`config.mk`:
```
export PLATFORM = sky130hd
export DESIGN_NAME = sexpr_tokenizer_top
export DESIGN_NICKNAME = d
export VERILOG_FILES = /design/src/rtl/sxt_pkg.sv /design/src/rtl/sxt_front.sv /design/src/rtl/sxt_fifo.sv /design/src/rtl/sxt_back.sv /design/src/rtl/sexpr_tokenizer_top.sv
export SDC_FILE = /design/constraint.sdc
export NUM_CORES = 1
export LEC_CHECK = 0
export BUFFER_PORTS_ARGS = -buffer_cell sky130_fd_sc_hd__buf_2
export CORE_UTILIZATION = 59
export CTS_BUF_LIST = sky130_fd_sc_hd__clkbuf_8
export CTS_CLUSTER_DIAMETER = 120
export CTS_CLUSTER_SIZE = 40
export DETAILED_ROUTE_END_ITERATION = 7
export GPL_TIMING_DRIVEN = 0
export PLACE_DENSITY = 0.81
export SYNTH_ARGS = -nofsm -noshare
export SYNTH_HDL_FRONTEND = slang
export SYNTH_SLANG_ARGS = --single-unit
```
`constraint.sdc`:
```
create_clock -name clk -period 6.9 [get_ports clk]
set_clock_uncertainty 0.05 [all_clocks]
set_input_delay 0.345 -clock clk [delete_from_list [all_inputs] [get_ports clk]]
set_output_delay 0.345 -clock clk [all_outputs]
set_load 0.02 [all_outputs]
```
`src/rtl/sxt_pkg.sv`:
```
package sxt_pkg;

	// default configuration
	localparam int OFFSET_BITS_DEF = 16;
	localparam int QUEUE_DEPTH_DEF = 4;

	// most tokens one byte can cause
	localparam int MAX_TOKENS = 3;

	// character codes
	localparam logic [7:0] CH_SEMI      = 8'h3B;
	localparam logic [7:0] CH_BAR       = 8'h7C;
	localparam logic [7:0] CH_DQUOTE    = 8'h22;
	localparam logic [7:0] CH_BACKSLASH = 8'h5C;
	localparam logic [7:0] CH_COMMA     = 8'h2C;
	localparam logic [7:0] CH_COLON     = 8'h3A;
	localparam logic [7:0] CH_QUOTE     = 8'h27;
	localparam logic [7:0] CH_BACKQUOTE = 8'h60;
	localparam logic [7:0] CH_LPAREN    = 8'h28;
	localparam logic [7:0] CH_RPAREN    = 8'h29;
	localparam logic [7:0] CH_SPACE     = 8'h20;
	localparam logic [7:0] CH_TAB       = 8'h09;
	localparam logic [7:0] CH_LF        = 8'h0A;
	localparam logic [7:0] CH_VT        = 8'h0B;
	localparam logic [7:0] CH_FF        = 8'h0C;
	localparam logic [7:0] CH_CR        = 8'h0D;
	localparam logic [7:0] CH_PLUS      = 8'h2B;
	localparam logic [7:0] CH_MINUS     = 8'h2D;
	localparam logic [7:0] CH_DOT       = 8'h2E;
	localparam logic [7:0] CH_ZERO      = 8'h30;
	localparam logic [7:0] CH_NINE      = 8'h39;
	localparam logic [7:0] CH_UPPER_E   = 8'h45;
	localparam logic [7:0] CH_LOWER_E   = 8'h65;
	localparam logic [7:0] CH_UPPER_D   = 8'h44;
	localparam logic [7:0] CH_LOWER_D   = 8'h64;

	typedef enum logic [2:0] {
		MODE_IDLE,
		MODE_COMMENT,
		MODE_NUMBER,
		MODE_STRING,
		MODE_BARSYM,
		MODE_SYMBOL,
		MODE_ESCAPE,
		MODE_SYMBAR
	} mode_t;

	typedef enum logic [2:0] {
		KIND_END,
		KIND_SYMBOL,
		KIND_KEYWORD,
		KIND_NUMBER,
		KIND_STRING,
		KIND_OPEN,
		KIND_CLOSE,
		KIND_ERROR
	} kind_t;

	typedef struct packed {
		kind_t       kind;
		logic [15:0] start;
		logic [15:0] length;
	} tok_t;

	// all tokens caused by one byte, oldest in slot 0
	typedef struct packed {
		logic [1:0]                 count;
		tok_t [MAX_TOKENS-1:0]      tok;
	} bundle_t;

	function automatic logic is_space(input logic [7:0] b);
		return b == CH_SPACE || b == CH_TAB || b == CH_LF || b == CH_VT ||
			b == CH_FF || b == CH_CR;
	endfunction

	function automatic logic is_num_start(input logic [7:0] b);
		return b == CH_PLUS || b == CH_MINUS || (b >= CH_ZERO && b <= CH_NINE);
	endfunction

	function automatic logic is_num_char(input logic [7:0] b);
		return is_num_start(b) || b == CH_DOT || b == CH_UPPER_E || b == CH_LOWER_E ||
			b == CH_UPPER_D || b == CH_LOWER_D;
	endfunction

	function automatic logic is_sym_end(input logic [7:0] b);
		return b == CH_SPACE || b == CH_LF || b == CH_TAB || b == CH_LPAREN ||
			b == CH_RPAREN || b == CH_COMMA || b == CH_QUOTE || b == CH_BACKQUOTE;
	endfunction

endpackage

```
`src/rtl/sxt_front.sv`:
```
module sxt_front #(
	parameter int OFFSET_BITS = sxt_pkg::OFFSET_BITS_DEF
) (
	input  logic             clk,
	input  logic             arst_n,
	input  logic             push,
	output logic             full,
	input  logic [7:0]       byte_in,
	input  logic             last_byte,
	input  logic             q_full,
	output logic             bnd_push,
	output sxt_pkg::bundle_t bnd
);
	import sxt_pkg::*;

	localparam int OW = OFFSET_BITS;
	localparam int EW = (OW > 16) ? OW : 16;

	mode_t         mode_q, mode_d;
	logic          kw_q, kw_d;
	logic [OW-1:0] beg_q, beg_d;
	logic [OW-1:0] pos_q, pos_d;
	logic          halt_q, halt_d;

	logic          accept;
	logic [OW-1:0] past;

	// candidate tokens in emission order
	tok_t [3:0]    cand;
	logic [3:0]    cand_v;
	kind_t         a_kind, b_kind, c_kind;
	logic [1:0]    n;
	tok_t [MAX_TOKENS-1:0] slots;
	logic          idle_go;

	function automatic logic [15:0] clamp16(input logic [OW-1:0] v);
		logic [EW-1:0] e;
		e = EW'(v);
		return (e > EW'(16'hFFFF)) ? 16'hFFFF : e[15:0];
	endfunction

	function automatic tok_t mk_tok(input kind_t k, input logic [OW-1:0] s,
			input logic [OW-1:0] e);
		logic [OW-1:0] len;
		tok_t t;
		len = (e > s) ? e - s : '0;
		t.kind = k;
		t.start = clamp16(s);
		t.length = clamp16(len);
		return t;
	endfunction

	assign accept = push && !q_full;
	assign full = q_full;
	assign past = (pos_q == '1) ? pos_q : pos_q + OW'(1);

	// lexer next state and tokens
	always_comb begin
		mode_d = mode_q;
		kw_d = kw_q;
		beg_d = beg_q;
		halt_d = halt_q;
		pos_d = past;
		cand_v = '0;
		a_kind = KIND_SYMBOL;
		b_kind = KIND_OPEN;
		c_kind = KIND_SYMBOL;
		idle_go = 1'b0;

		if (!halt_q) begin
			unique case (mode_q)
				MODE_COMMENT: begin
					if (byte_in == CH_LF)
						mode_d = MODE_IDLE;
				end
				MODE_STRING: begin
					if (byte_in == CH_DQUOTE) begin
						cand_v[0] = 1'b1;
						a_kind = KIND_STRING;
						mode_d = MODE_IDLE;
					end
				end
				MODE_BARSYM: begin
					if (byte_in == CH_BAR) begin
						cand_v[0] = 1'b1;
						a_kind = KIND_SYMBOL;
						mode_d = MODE_IDLE;
					end
				end
				MODE_NUMBER: begin
					if (!is_num_char(byte_in)) begin
						cand_v[0] = 1'b1;
						a_kind = KIND_NUMBER;
						mode_d = MODE_IDLE;
						idle_go = 1'b1;
					end
				end
				MODE_SYMBOL: begin
					if (is_sym_end(byte_in)) begin
						cand_v[0] = 1'b1;
						a_kind = kw_q ? KIND_KEYWORD : KIND_SYMBOL;
						mode_d = MODE_IDLE;
						idle_go = 1'b1;
					end else if (byte_in == CH_BACKSLASH) begin
						mode_d = MODE_ESCAPE;
					end else if (byte_in == CH_BAR) begin
						mode_d = MODE_SYMBAR;
					end
				end
				MODE_ESCAPE: begin
					mode_d = MODE_SYMBOL;
				end
				MODE_SYMBAR: begin
					if (byte_in == CH_BAR)
						mode_d = MODE_SYMBOL;
				end
				MODE_IDLE: begin
					idle_go = 1'b1;
				end
			endcase
		end

		// start of a new token, or punctuation
		if (idle_go && !(is_space(byte_in) || byte_in == CH_QUOTE ||
				byte_in == CH_BACKQUOTE)) begin
			beg_d = pos_q;
			kw_d = 1'b0;
			priority if (byte_in == CH_SEMI) begin
				mode_d = MODE_COMMENT;
			end else if (byte_in == CH_LPAREN) begin
				cand_v[1] = 1'b1;
				b_kind = KIND_OPEN;
			end else if (byte_in == CH_RPAREN) begin
				cand_v[1] = 1'b1;
				b_kind = KIND_CLOSE;
			end else if (is_num_start(byte_in)) begin
				mode_d = MODE_NUMBER;
			end else if (byte_in == CH_DQUOTE) begin
				beg_d = past;
				mode_d = MODE_STRING;
			end else if (byte_in == CH_BAR) begin
				beg_d = past;
				mode_d = MODE_BARSYM;
			end else if (byte_in == CH_COMMA) begin
				cand_v[1] = 1'b1;
				b_kind = KIND_ERROR;
				halt_d = 1'b1;
			end else if (byte_in == CH_COLON) begin
				kw_d = 1'b1;
				mode_d = MODE_SYMBOL;
			end else if (byte_in == CH_BACKSLASH) begin
				mode_d = MODE_ESCAPE;
			end else begin
				mode_d = MODE_SYMBOL;
			end
		end

		// end of stream: flush the open token, then the end marker
		if (last_byte) begin
			if (!halt_d) begin
				unique case (mode_d)
					MODE_NUMBER: begin
						cand_v[2] = 1'b1;
						c_kind = KIND_NUMBER;
					end
					MODE_SYMBOL, MODE_ESCAPE, MODE_SYMBAR: begin
						cand_v[2] = 1'b1;
						c_kind = kw_d ? KIND_KEYWORD : KIND_SYMBOL;
					end
					MODE_STRING, MODE_BARSYM: begin
						cand_v[2] = 1'b1;
						c_kind = KIND_ERROR;
					end
					MODE_IDLE, MODE_COMMENT: begin
						cand_v[2] = 1'b0;
					end
				endcase
			end
			cand_v[3] = 1'b1;
			cand[2] = mk_tok(c_kind, beg_d, past);
			mode_d = MODE_IDLE;
			kw_d = 1'b0;
			beg_d = '0;
			pos_d = '0;
			halt_d = 1'b0;
		end else begin
			cand[2] = mk_tok(c_kind, beg_d, past);
		end

		cand[0] = mk_tok(a_kind, beg_q, pos_q);
		cand[1] = mk_tok(b_kind, pos_q, pos_q);
		cand[3] = mk_tok(KIND_END, past, past);

		// pack valid candidates into the bundle
		n = 2'd0;
		slots = '0;
		for (int i = 0; i < 4; i++) begin
			if (cand_v[i] && n != 2'd3) begin
				slots[n] = cand[i];
				n = n + 2'd1;
			end
		end
	end

	assign bnd.count = n;
	assign bnd.tok = slots;
	assign bnd_push = accept && (n != 2'd0);

	// lexer state
	always_ff @(posedge clk or negedge arst_n) begin
		if (!arst_n) begin
			mode_q <= MODE_IDLE;
			kw_q <= 1'b0;
			beg_q <= '0;
			pos_q <= '0;
			halt_q <= 1'b0;
		end else if (accept) begin
			mode_q <= mode_d;
			kw_q <= kw_d;
			beg_q <= beg_d;
			pos_q <= pos_d;
			halt_q <= halt_d;
		end
	end

	// after a comma the lexer sits idle until the stream ends
	a_halt_idle: assert property (@(posedge clk) disable iff (!arst_n)
		halt_q |-> mode_q == MODE_IDLE)
		else $error("halted lexer left idle mode");

	// the final byte always closes the stream with an end token
	a_last_end: assert property (@(posedge clk) disable iff (!arst_n)
		(accept && last_byte) |-> (bnd_push && bnd.tok[bnd.count - 2'd1].kind == KIND_END))
		else $error("final byte without end token");

endmodule

```
`src/rtl/sxt_fifo.sv`:
```
module sxt_fifo #(
	parameter int DEPTH = sxt_pkg::QUEUE_DEPTH_DEF
) (
	input  logic             clk,
	input  logic             arst_n,
	input  logic             wr_en,
	input  sxt_pkg::bundle_t wr_data,
	output logic             q_full,
	input  logic             rd_en,
	output sxt_pkg::bundle_t rd_data,
	output logic             q_empty
);
	import sxt_pkg::*;

	localparam int PW = (DEPTH > 1) ? $clog2(DEPTH) : 1;
	localparam int CW = $clog2(DEPTH + 1);

	bundle_t       mem_q [DEPTH];
	logic [PW-1:0] wr_ptr_q, rd_ptr_q;
	logic [CW-1:0] count_q;
	logic          do_wr, do_rd;

	assign q_full = (count_q == CW'(DEPTH));
	assign q_empty = (count_q == '0);
	assign do_wr = wr_en && !q_full;
	assign do_rd = rd_en && !q_empty;
	assign rd_data = mem_q[rd_ptr_q];

	// bundle storage
	always_ff @(posedge clk) begin
		if (do_wr)
			mem_q[wr_ptr_q] <= wr_data;
	end

	// pointers and fill count
	always_ff @(posedge clk or negedge arst_n) begin
		if (!arst_n) begin
			wr_ptr_q <= '0;
			rd_ptr_q <= '0;
			count_q <= '0;
		end else begin
			if (do_wr)
				wr_ptr_q <= (wr_ptr_q == PW'(DEPTH - 1)) ? '0 : wr_ptr_q + PW'(1);
			if (do_rd)
				rd_ptr_q <= (rd_ptr_q == PW'(DEPTH - 1)) ? '0 : rd_ptr_q + PW'(1);
			if (do_wr && !do_rd)
				count_q <= count_q + CW'(1);
			else if (do_rd && !do_wr)
				count_q <= count_q - CW'(1);
		end
	end

endmodule

```
`src/rtl/sxt_back.sv`:
```
module sxt_back (
	input  logic             clk,
	input  logic             arst_n,
	input  logic             q_empty,
	input  sxt_pkg::bundle_t head,
	output logic             q_pop,
	output logic             empty,
	input  logic             pop,
	output logic [2:0]       token_kind,
	output logic [15:0]      text_start,
	output logic [15:0]      text_length,
	output logic             last_of_run
);
	import sxt_pkg::*;

	logic [1:0] idx_q;
	logic       is_last;
	logic       xfer;
	tok_t       cur;

	assign empty = q_empty;
	assign xfer = pop && !q_empty;
	assign cur = head.tok[idx_q];
	assign is_last = (idx_q == head.count - 2'd1);
	assign q_pop = xfer && is_last;

	assign token_kind = cur.kind;
	assign text_start = cur.start;
	assign text_length = cur.length;
	assign last_of_run = is_last;

	// walk through the tokens of the head bundle
	always_ff @(posedge clk or negedge arst_n) begin
		if (!arst_n) begin
			idx_q <= 2'd0;
		end else if (xfer) begin
			idx_q <= is_last ? 2'd0 : idx_q + 2'd1;
		end
	end

	// slot index stays inside the bundle
	a_idx_range: assert property (@(posedge clk) disable iff (!arst_n)
		!q_empty |-> (idx_q < head.count))
		else $error("token index past bundle count");

	// index rests at zero while nothing waits
	a_idx_rest: assert property (@(posedge clk) disable iff (!arst_n)
		q_empty |-> idx_q == 2'd0)
		else $error("token index not reset with queue empty");

endmodule

```
`src/rtl/sexpr_tokenizer_top.sv`:
```
// S-expression lexer. Bytes go in on the push/full side, one per transfer,
// with last_byte marking the final byte of a stream; tokens come out on the
// empty/pop side as kind, start offset and length, with last_of_run set on
// the final token a byte caused. A byte is taken every cycle while full is
// low and is classified in that same cycle; each byte yields zero to three
// tokens, which wait in a queue of QUEUE_DEPTH bundles and drain at one token
// per pop. The sustained rate is one byte per cycle as long as bytes average
// at most one token, and is otherwise set by the single-token output port.
// Offsets count in OFFSET_BITS bits and saturate; the reported start and
// length saturate at 65535. After a comma the stream yields only its end.
module sexpr_tokenizer_top #(
	parameter int OFFSET_BITS = sxt_pkg::OFFSET_BITS_DEF,
	parameter int QUEUE_DEPTH = sxt_pkg::QUEUE_DEPTH_DEF
) (
	input  logic        clk,
	input  logic        arst_n,
	input  logic        push,
	output logic        full,
	input  logic [7:0]  byte_in,
	input  logic        last_byte,
	output logic        empty,
	input  logic        pop,
	output logic [2:0]  token_kind,
	output logic [15:0] text_start,
	output logic [15:0] text_length,
	output logic        last_of_run
);
	import sxt_pkg::*;

	logic    bnd_push, q_full, q_empty, q_pop;
	bundle_t bnd, head;

	// byte classification and lexer state
	sxt_front #(
		.OFFSET_BITS(OFFSET_BITS)
	) u_front (
		.clk      (clk),
		.arst_n   (arst_n),
		.push     (push),
		.full     (full),
		.byte_in  (byte_in),
		.last_byte(last_byte),
		.q_full   (q_full),
		.bnd_push (bnd_push),
		.bnd      (bnd)
	);

	// token bundles between the two sides
	sxt_fifo #(
		.DEPTH(QUEUE_DEPTH)
	) u_fifo (
		.clk    (clk),
		.arst_n (arst_n),
		.wr_en  (bnd_push),
		.wr_data(bnd),
		.q_full (q_full),
		.rd_en  (q_pop),
		.rd_data(head),
		.q_empty(q_empty)
	);

	// one token per output transfer
	sxt_back u_back (
		.clk        (clk),
		.arst_n     (arst_n),
		.q_empty    (q_empty),
		.head       (head),
		.q_pop      (q_pop),
		.empty      (empty),
		.pop        (pop),
		.token_kind (token_kind),
		.text_start (text_start),
		.text_length(text_length),
		.last_of_run(last_of_run)
	);

endmodule
```
### After elaboration in Yosys (flattened, before gate mapping)

Memories as Yosys holds them, arrays and structs flattened.
Cells that the tools add are included.

* word-level logic and storage cells: 266
* memories: 1
* bits in writable memories: 428
* input bits: 13
* register bits: 46

Memory list
* u_fifo.mem_q: words 4, width 107, rd ports 1, clocked after memory_dff 0, wr ports 1, RTL line sxt_fifo.sv:18 `bundle_t mem_q [DEPTH];`

* equal/unequal tests: 45
* add/subtract/negate cells: 14
* reductions and logical operators: 51
* order comparisons: 21
* mux-type cells: 125

Operator list (count)
* $mux 16: 22
* $bwmux 105: 3
* $mux 105: 3
* $demux 35 s2: 3
* $mux 35: 6
* $gt 16x16->1 const B: 8
* $mux 3: 32
* $eq 8x6->1 const B: 11
* $bmux 35 s2: 1
* $gt 16x16->1: 4
* $sub 16x16->16: 4
* $eq 8x7->1 const B: 7
* $eq 8x4->1 const B: 5
* $mux 1: 37
* $eq 3x3->1 const B: 9
* $mux 2: 12
* $logic_or 1x1->1: 21
* $pmux 3 s7: 1
* $pmux 3 s3: 2
* $add 16x1->16 const B: 1
* $eq 16x16->1 const B: 1
* $logic_and 1x1->1: 16
* $eq 3x2->1 const B: 4
* $add 2x1->2 const B: 5
* 24 further kinds: 38

### Logic depth before layout (Yosys ltp)

* depth in word-level cells: 36
* depth in mapped cells: 26
* gate-level depth less buffers: 22

### Hierarchy

Synthesis repeated with hierarchy kept, for this count alone.

* cells, all modules: 1667
* area, all modules: 23098.4 um2

By module, submodules not included
* sxt_fifo: area an instance 15856.5 um2, instances 1, cells an instance 596
* sxt_front: area an instance 6371.1 um2, instances 1, cells an instance 936
* sxt_back: area an instance 870.8 um2, instances 1, cells an instance 135

### Least setup slack after synthesis

OpenSTA, ideal clock, no wires.

* path type: in2reg
* start point: in byte_in[4]
* end point: mem u_fifo.mem_q[1][0] (netlist name), enable pin
* arrival time: 6.583 ns
* setup time: 0.478 ns
* stages: 15
* path buffers: 3
* setup slack: -0.211 ns
* cells stage by stage: or4b_4 or2_1 buf_2 o2111a_1 o21a_1 o31a_1 clkbuf_1 clkbuf_1 ha_1 nand2b_1 mux2_4 ha_1 and2_1 a221oi_4 and2_1

* word-level cells in the longest chain between the ends: 34
* elaborated cells on any way between the ends: 124

RTL lines
* start, declared: RTL line sexpr_tokenizer_top.sv:19 `input logic [7:0] byte_in,`
* $ge 8x6->1, or another cell as far along: RTL line sxt_pkg.sv:77 `return b == CH_PLUS || b == CH_MINUS || (b >= CH_ZERO && b <= CH_NINE);`
* $logic_and 1x1->1, or another cell as far along: RTL line sxt_pkg.sv:77
* $logic_or 1x1->1, on equally long branches: RTL line sxt_pkg.sv:77, sxt_pkg.sv:86
* $logic_or 1x1->1, on equally long branches (2 in a row): RTL line sxt_pkg.sv:81, sxt_pkg.sv:86
* $logic_or 1x1->1, on equally long branches (2 in a row): RTL line sxt_pkg.sv:81, sxt_pkg.sv:87
* $logic_or 1x1->1, on equally long branches: RTL line sxt_pkg.sv:82, sxt_pkg.sv:87
* $mux 3, on equally long branches: RTL line sxt_front.sv:91, sxt_front.sv:99
* $pmux 3 s7: RTL line sxt_front.sv:71 `unique case (mode_q)`
* (+16 left out)
* parallel branches: the longest is 2 deep, another holds $add 2x1->2
* $mux 2 *: RTL line sxt_front.sv:198 `if (cand_v[i] && n != 2'd3) begin`
* $reduce_bool 2->1 *: RTL line sxt_front.sv:207 `assign bnd_push = accept && (n != 2'd0);`
* $logic_and 1x1->1 *: RTL line sxt_front.sv:207
* $logic_and 1x1->1 *: RTL line sxt_fifo.sv:25 `assign do_wr = wr_en && !q_full;`
* via u_fifo.do_wr: RTL line sxt_fifo.sv:21 `logic do_wr, do_rd;`
* $mux 1 *: RTL line sxt_fifo.sv:31 `if (do_wr)`
* $mux 1 (implied by the code) *: RTL line sxt_fifo.sv:32 `mem_q[wr_ptr_q] <= wr_data;`
* end, declared: RTL line sxt_fifo.sv:18

Mark *: on every way through the listed nets, which the timed path passes.

==> flow_summary.toml <==
[synth]
synth_edf_count = 428
ys_warn_count = 0
synth_area_sq_um = 22710
ys_async_sr_fraction = 0.09705
yosys_most_used_dff = "edfxtp_1"
ys_seq_elements = 474
synth_nets = 1685
ys_seq_area_frac = 0.6167
syn_avg_cell_area_sq_um = 14.00
synth_cell_type_count = 78
syn_inst = 1622

[final_layout]
n_antenna_cell = 0
fill_cells = 2748
nNetsFinal = 1756
area_growth_pct = 5.841
instances_no_fill = 2213
final_common_cell = "edfxtp_1"
layout-drive-gt1-share = 0.1298
final_cell_mix = "edfxtp_1 (428), nand2_1 (121), nor2_1 (113)"

[cts]
root_buffer = "clkbuf_8"
max-clock-path-buffers = 3
clk_latency_ps = 650
clkSinkCount = 474
cts_setup_buffers = 0
clk_pin_slew_ps = 250
htreeDepth = 1
cts_buffers = 15
cts_tree = "done"

[sta]
fin_setup_tns_ps = 0
rsz0062_at_grt = "no"
holdWs_ps = 133.4
hold_viol_final = 0
slew_violations = 0
finalCriticalPeriod_ps = 6584
fmax_mhz = 151.9
finalSetupViolations = 0
fin_crit_sh = 0.9542
tightestPinTransition_ps = 1251
slew_headroom = 0.1663
setup_slack_ps = 316.2

[hold_path]
worstHoldPathCells = 4
worstHoldPathType = "primary input to register"

[setup_path]
cp.depth = 19
cp_slowest_stage_delay_ps = 770
required_ps = 7180
ff2ff_path_depth = 19
crit_path_start_kind = "register"
cp_cell_sequence = "clkbuf_1 -> nand2_1 -> nor2_1 -> nand3_1 -> o311ai_4 -> o31a_1 -> clkbuf_1 -> clkbuf_2 -> ha_1 -> o21a_1 -> a21oi_1 -> inv_1 -> ha_1 -> nor2b_1 -> and2_1 -> buf_1 -> nor2_1 -> clkbuf_1 -> a221oi_1"
critPathSlowestCell = "a221oi_1"
path_max_fanout = 11
cp.arrival_ps = 6860
critPathTopFamily = "buffers and inverters"
cpMostUsedCell = "clkbuf_1"
cp-end-kind = "register"
critPathBufInv = 6
critPathKind = "register to register"

[global_routing]
grt_use_met2 = 0.4867
met1_usage = 0.4416
grt_overflow_total = 0
grt_pass1_wl_mm = 88.58
grt_max_degree = 60
grt_pass1_vias = 14372
gr-usage-all-layers = 0.3080
busiest_layer = "met2"
antenna_found_initial = 0
grt_use_met3 = 0.03935

[floorplan]
io_pins = 51
placementRows = 71
fp.dieArea_sq_um = 39280
die_h_um = 198.2
core_sq_um = 37760
die_w_um = 198.2
start_util = 0.6014

[routing]
drtIter0Drc = 1790
firstDrtPassIters = 8
vias = 14858
antenna_left = 0
wl_per_cell_um = 26.66
viasPerCell = 6.714
drc = 0
routed_wl_mm = 59.01

[power]
ir_worst_vdd_uv = 288.1
total_leakage_power_nw = 8.128
p_per_area_nw_per_um2 = 441.7
finalPower_mw = 10.62

[job]
maxCapViolCount = 0

[placement]
dp_slack_ps = -574.1
portBuffers = 48
dp.cells = 2186
hpwl_mm = 41.95
place.gp.congestion = 1.022

[status]
outcome = "finished, final reports clean"
==> worst reg2reg max path, stage by stage (launching register included) <==
cell	delay, ps
dfrtp_1	410
clkbuf_1	390
nand2_1	100
nor2_1	200
nand3_1	160
o311ai_4	190
o31a_1	320
clkbuf_1	490
clkbuf_2	430
ha_1	370
o21a_1	210
a21oi_1	270
inv_1	120
ha_1	210
nor2b_1	410
and2_1	200
buf_1	320
nor2_1	210
clkbuf_1	420
a221oi_1	770
==> power by group <==
group          leakage, nW  internal, mW  switching (mW)
registers             4.61          3.91           0.170
clock network        0.163         0.229           0.773
logic                 3.36          1.99            3.54
==> cell type report <==
type                       count  area (sq um)  share of cell area
buffer                       106         405.4             0.01687
clock buffer                  15         206.4            0.008590
clock inverter                11         62.56            0.002603
inverter                      74         277.8             0.01156
multi-input combinational    968          8050              0.3350
sequential                   474         14000              0.5827
tap                          511         639.4             0.02660
timing repair buffer          54         387.9             0.01614
==> layer usage <==
metal	part of all wire	up-vias
met3	0.087	134
li1	-	6377
met4	0.037	0
met2	0.47	848
met1	0.40	7499
met5	0	-
==> registers in the layout, summed over array words and instances (netlist names) <==
signal / count
u_back.idx_q: 2
u_fifo.count_q: 3
u_fifo.mem_q: 428
u_fifo.rd_ptr_q: 2
u_fifo.wr_ptr_q: 2
u_front.beg_q: 16
u_front.halt_q: 1
u_front.kw_q: 1
u_front.mode_q: 3
u_front.pos_q: 16
==> through the flow <==
| stage | cell area (sq um) | utilization |
|---|---|---|
| CTS | 24010 | 0.6360 |
| global placement | 23590 | 0.6249 |
| finish | 24030 | 0.6366 |
| detailed placement | 23730 | 0.6286 |
| floorplan | 22710 | - |
| global route | 24030 | 0.6366 |
==> cell families (layout without fill, tap and decap cells) <==
kind of cell | after synthesis | in the layout | share of synthesized area
buffers and inverters | 180 | 260 | 0.02992
AOI/OAI and AO/OA | 325 | 325 | 0.09588
xor gates and xnor gates | 50 | 50 | 0.01929
DFF | 474 | 474 | 0.6167
muxes | 157 | 157 | 0.1292
and+or+nand+nor | 386 | 386 | 0.08051
adders and majority gates | 50 | 50 | 0.02854
==> final timing paths <==
kind	from	endpoint	slack (ps)
max in group asynchronous	arst_n	u_front.pos_q[7]	5600
min reg2reg	u_fifo.count_q[2]	u_fifo.count_q[2]	460
min in group asynchronous	arst_n	u_fifo.count_q[0]	380
max reg2reg	u_front.mode_q[0]	u_fifo.mem_q[2][31]	320
min	pop	u_back.idx_q[1]	130
max	u_front.mode_q[0]	u_fifo.mem_q[2][31]	320
==> what timing repair did <==
action                                 CTS  global route
gates resized for setup                  0             9
hold buffers                             1             0
endpoints found under the hold margin   46             0
setup endpoints to repair                0           180
==> synthesized netlist by cell type, types with 8 or more instances <==
| cell | count | area, sq um |
|---|---|---|
| nand2b_1 | 16 | 100.1 |
| mux2i_1 | 41 | 410.4 |
| dfrtp_1 | 46 | 1151 |
| inv_1 | 74 | 277.8 |
| nor3_1 | 22 | 110.1 |
| xnor2_1 | 34 | 297.8 |
| and3_1 | 12 | 75.07 |
| a31oi_1 | 22 | 137.6 |
| buf_1 | 16 | 60.06 |
| nand3_1 | 24 | 120.1 |
| nand4_1 | 14 | 87.58 |
| a221oi_1 | 41 | 359.1 |
| xor2_1 | 16 | 140.1 |
| o21ai_0 | 90 | 450.4 |
| nand2_1 | 121 | 454.2 |
| a21oi_1 | 58 | 290.3 |
| o21bai_1 | 8 | 60.06 |
| or3_1 | 8 | 50.05 |
| and2_1 | 13 | 81.33 |
| a21o_1 | 12 | 90.09 |
| mux4_2 | 107 | 2410 |
| nor2_1 | 113 | 424.2 |
| clkbuf_1 | 87 | 326.6 |
| edfxtp_1 | 428 | 12850 |
| ha_1 | 47 | 588.1 |
| nor2b_1 | 8 | 50.05 |
| o22ai_1 | 38 | 237.7 |
Note: power is estimated with default switching activity, not from simulation.
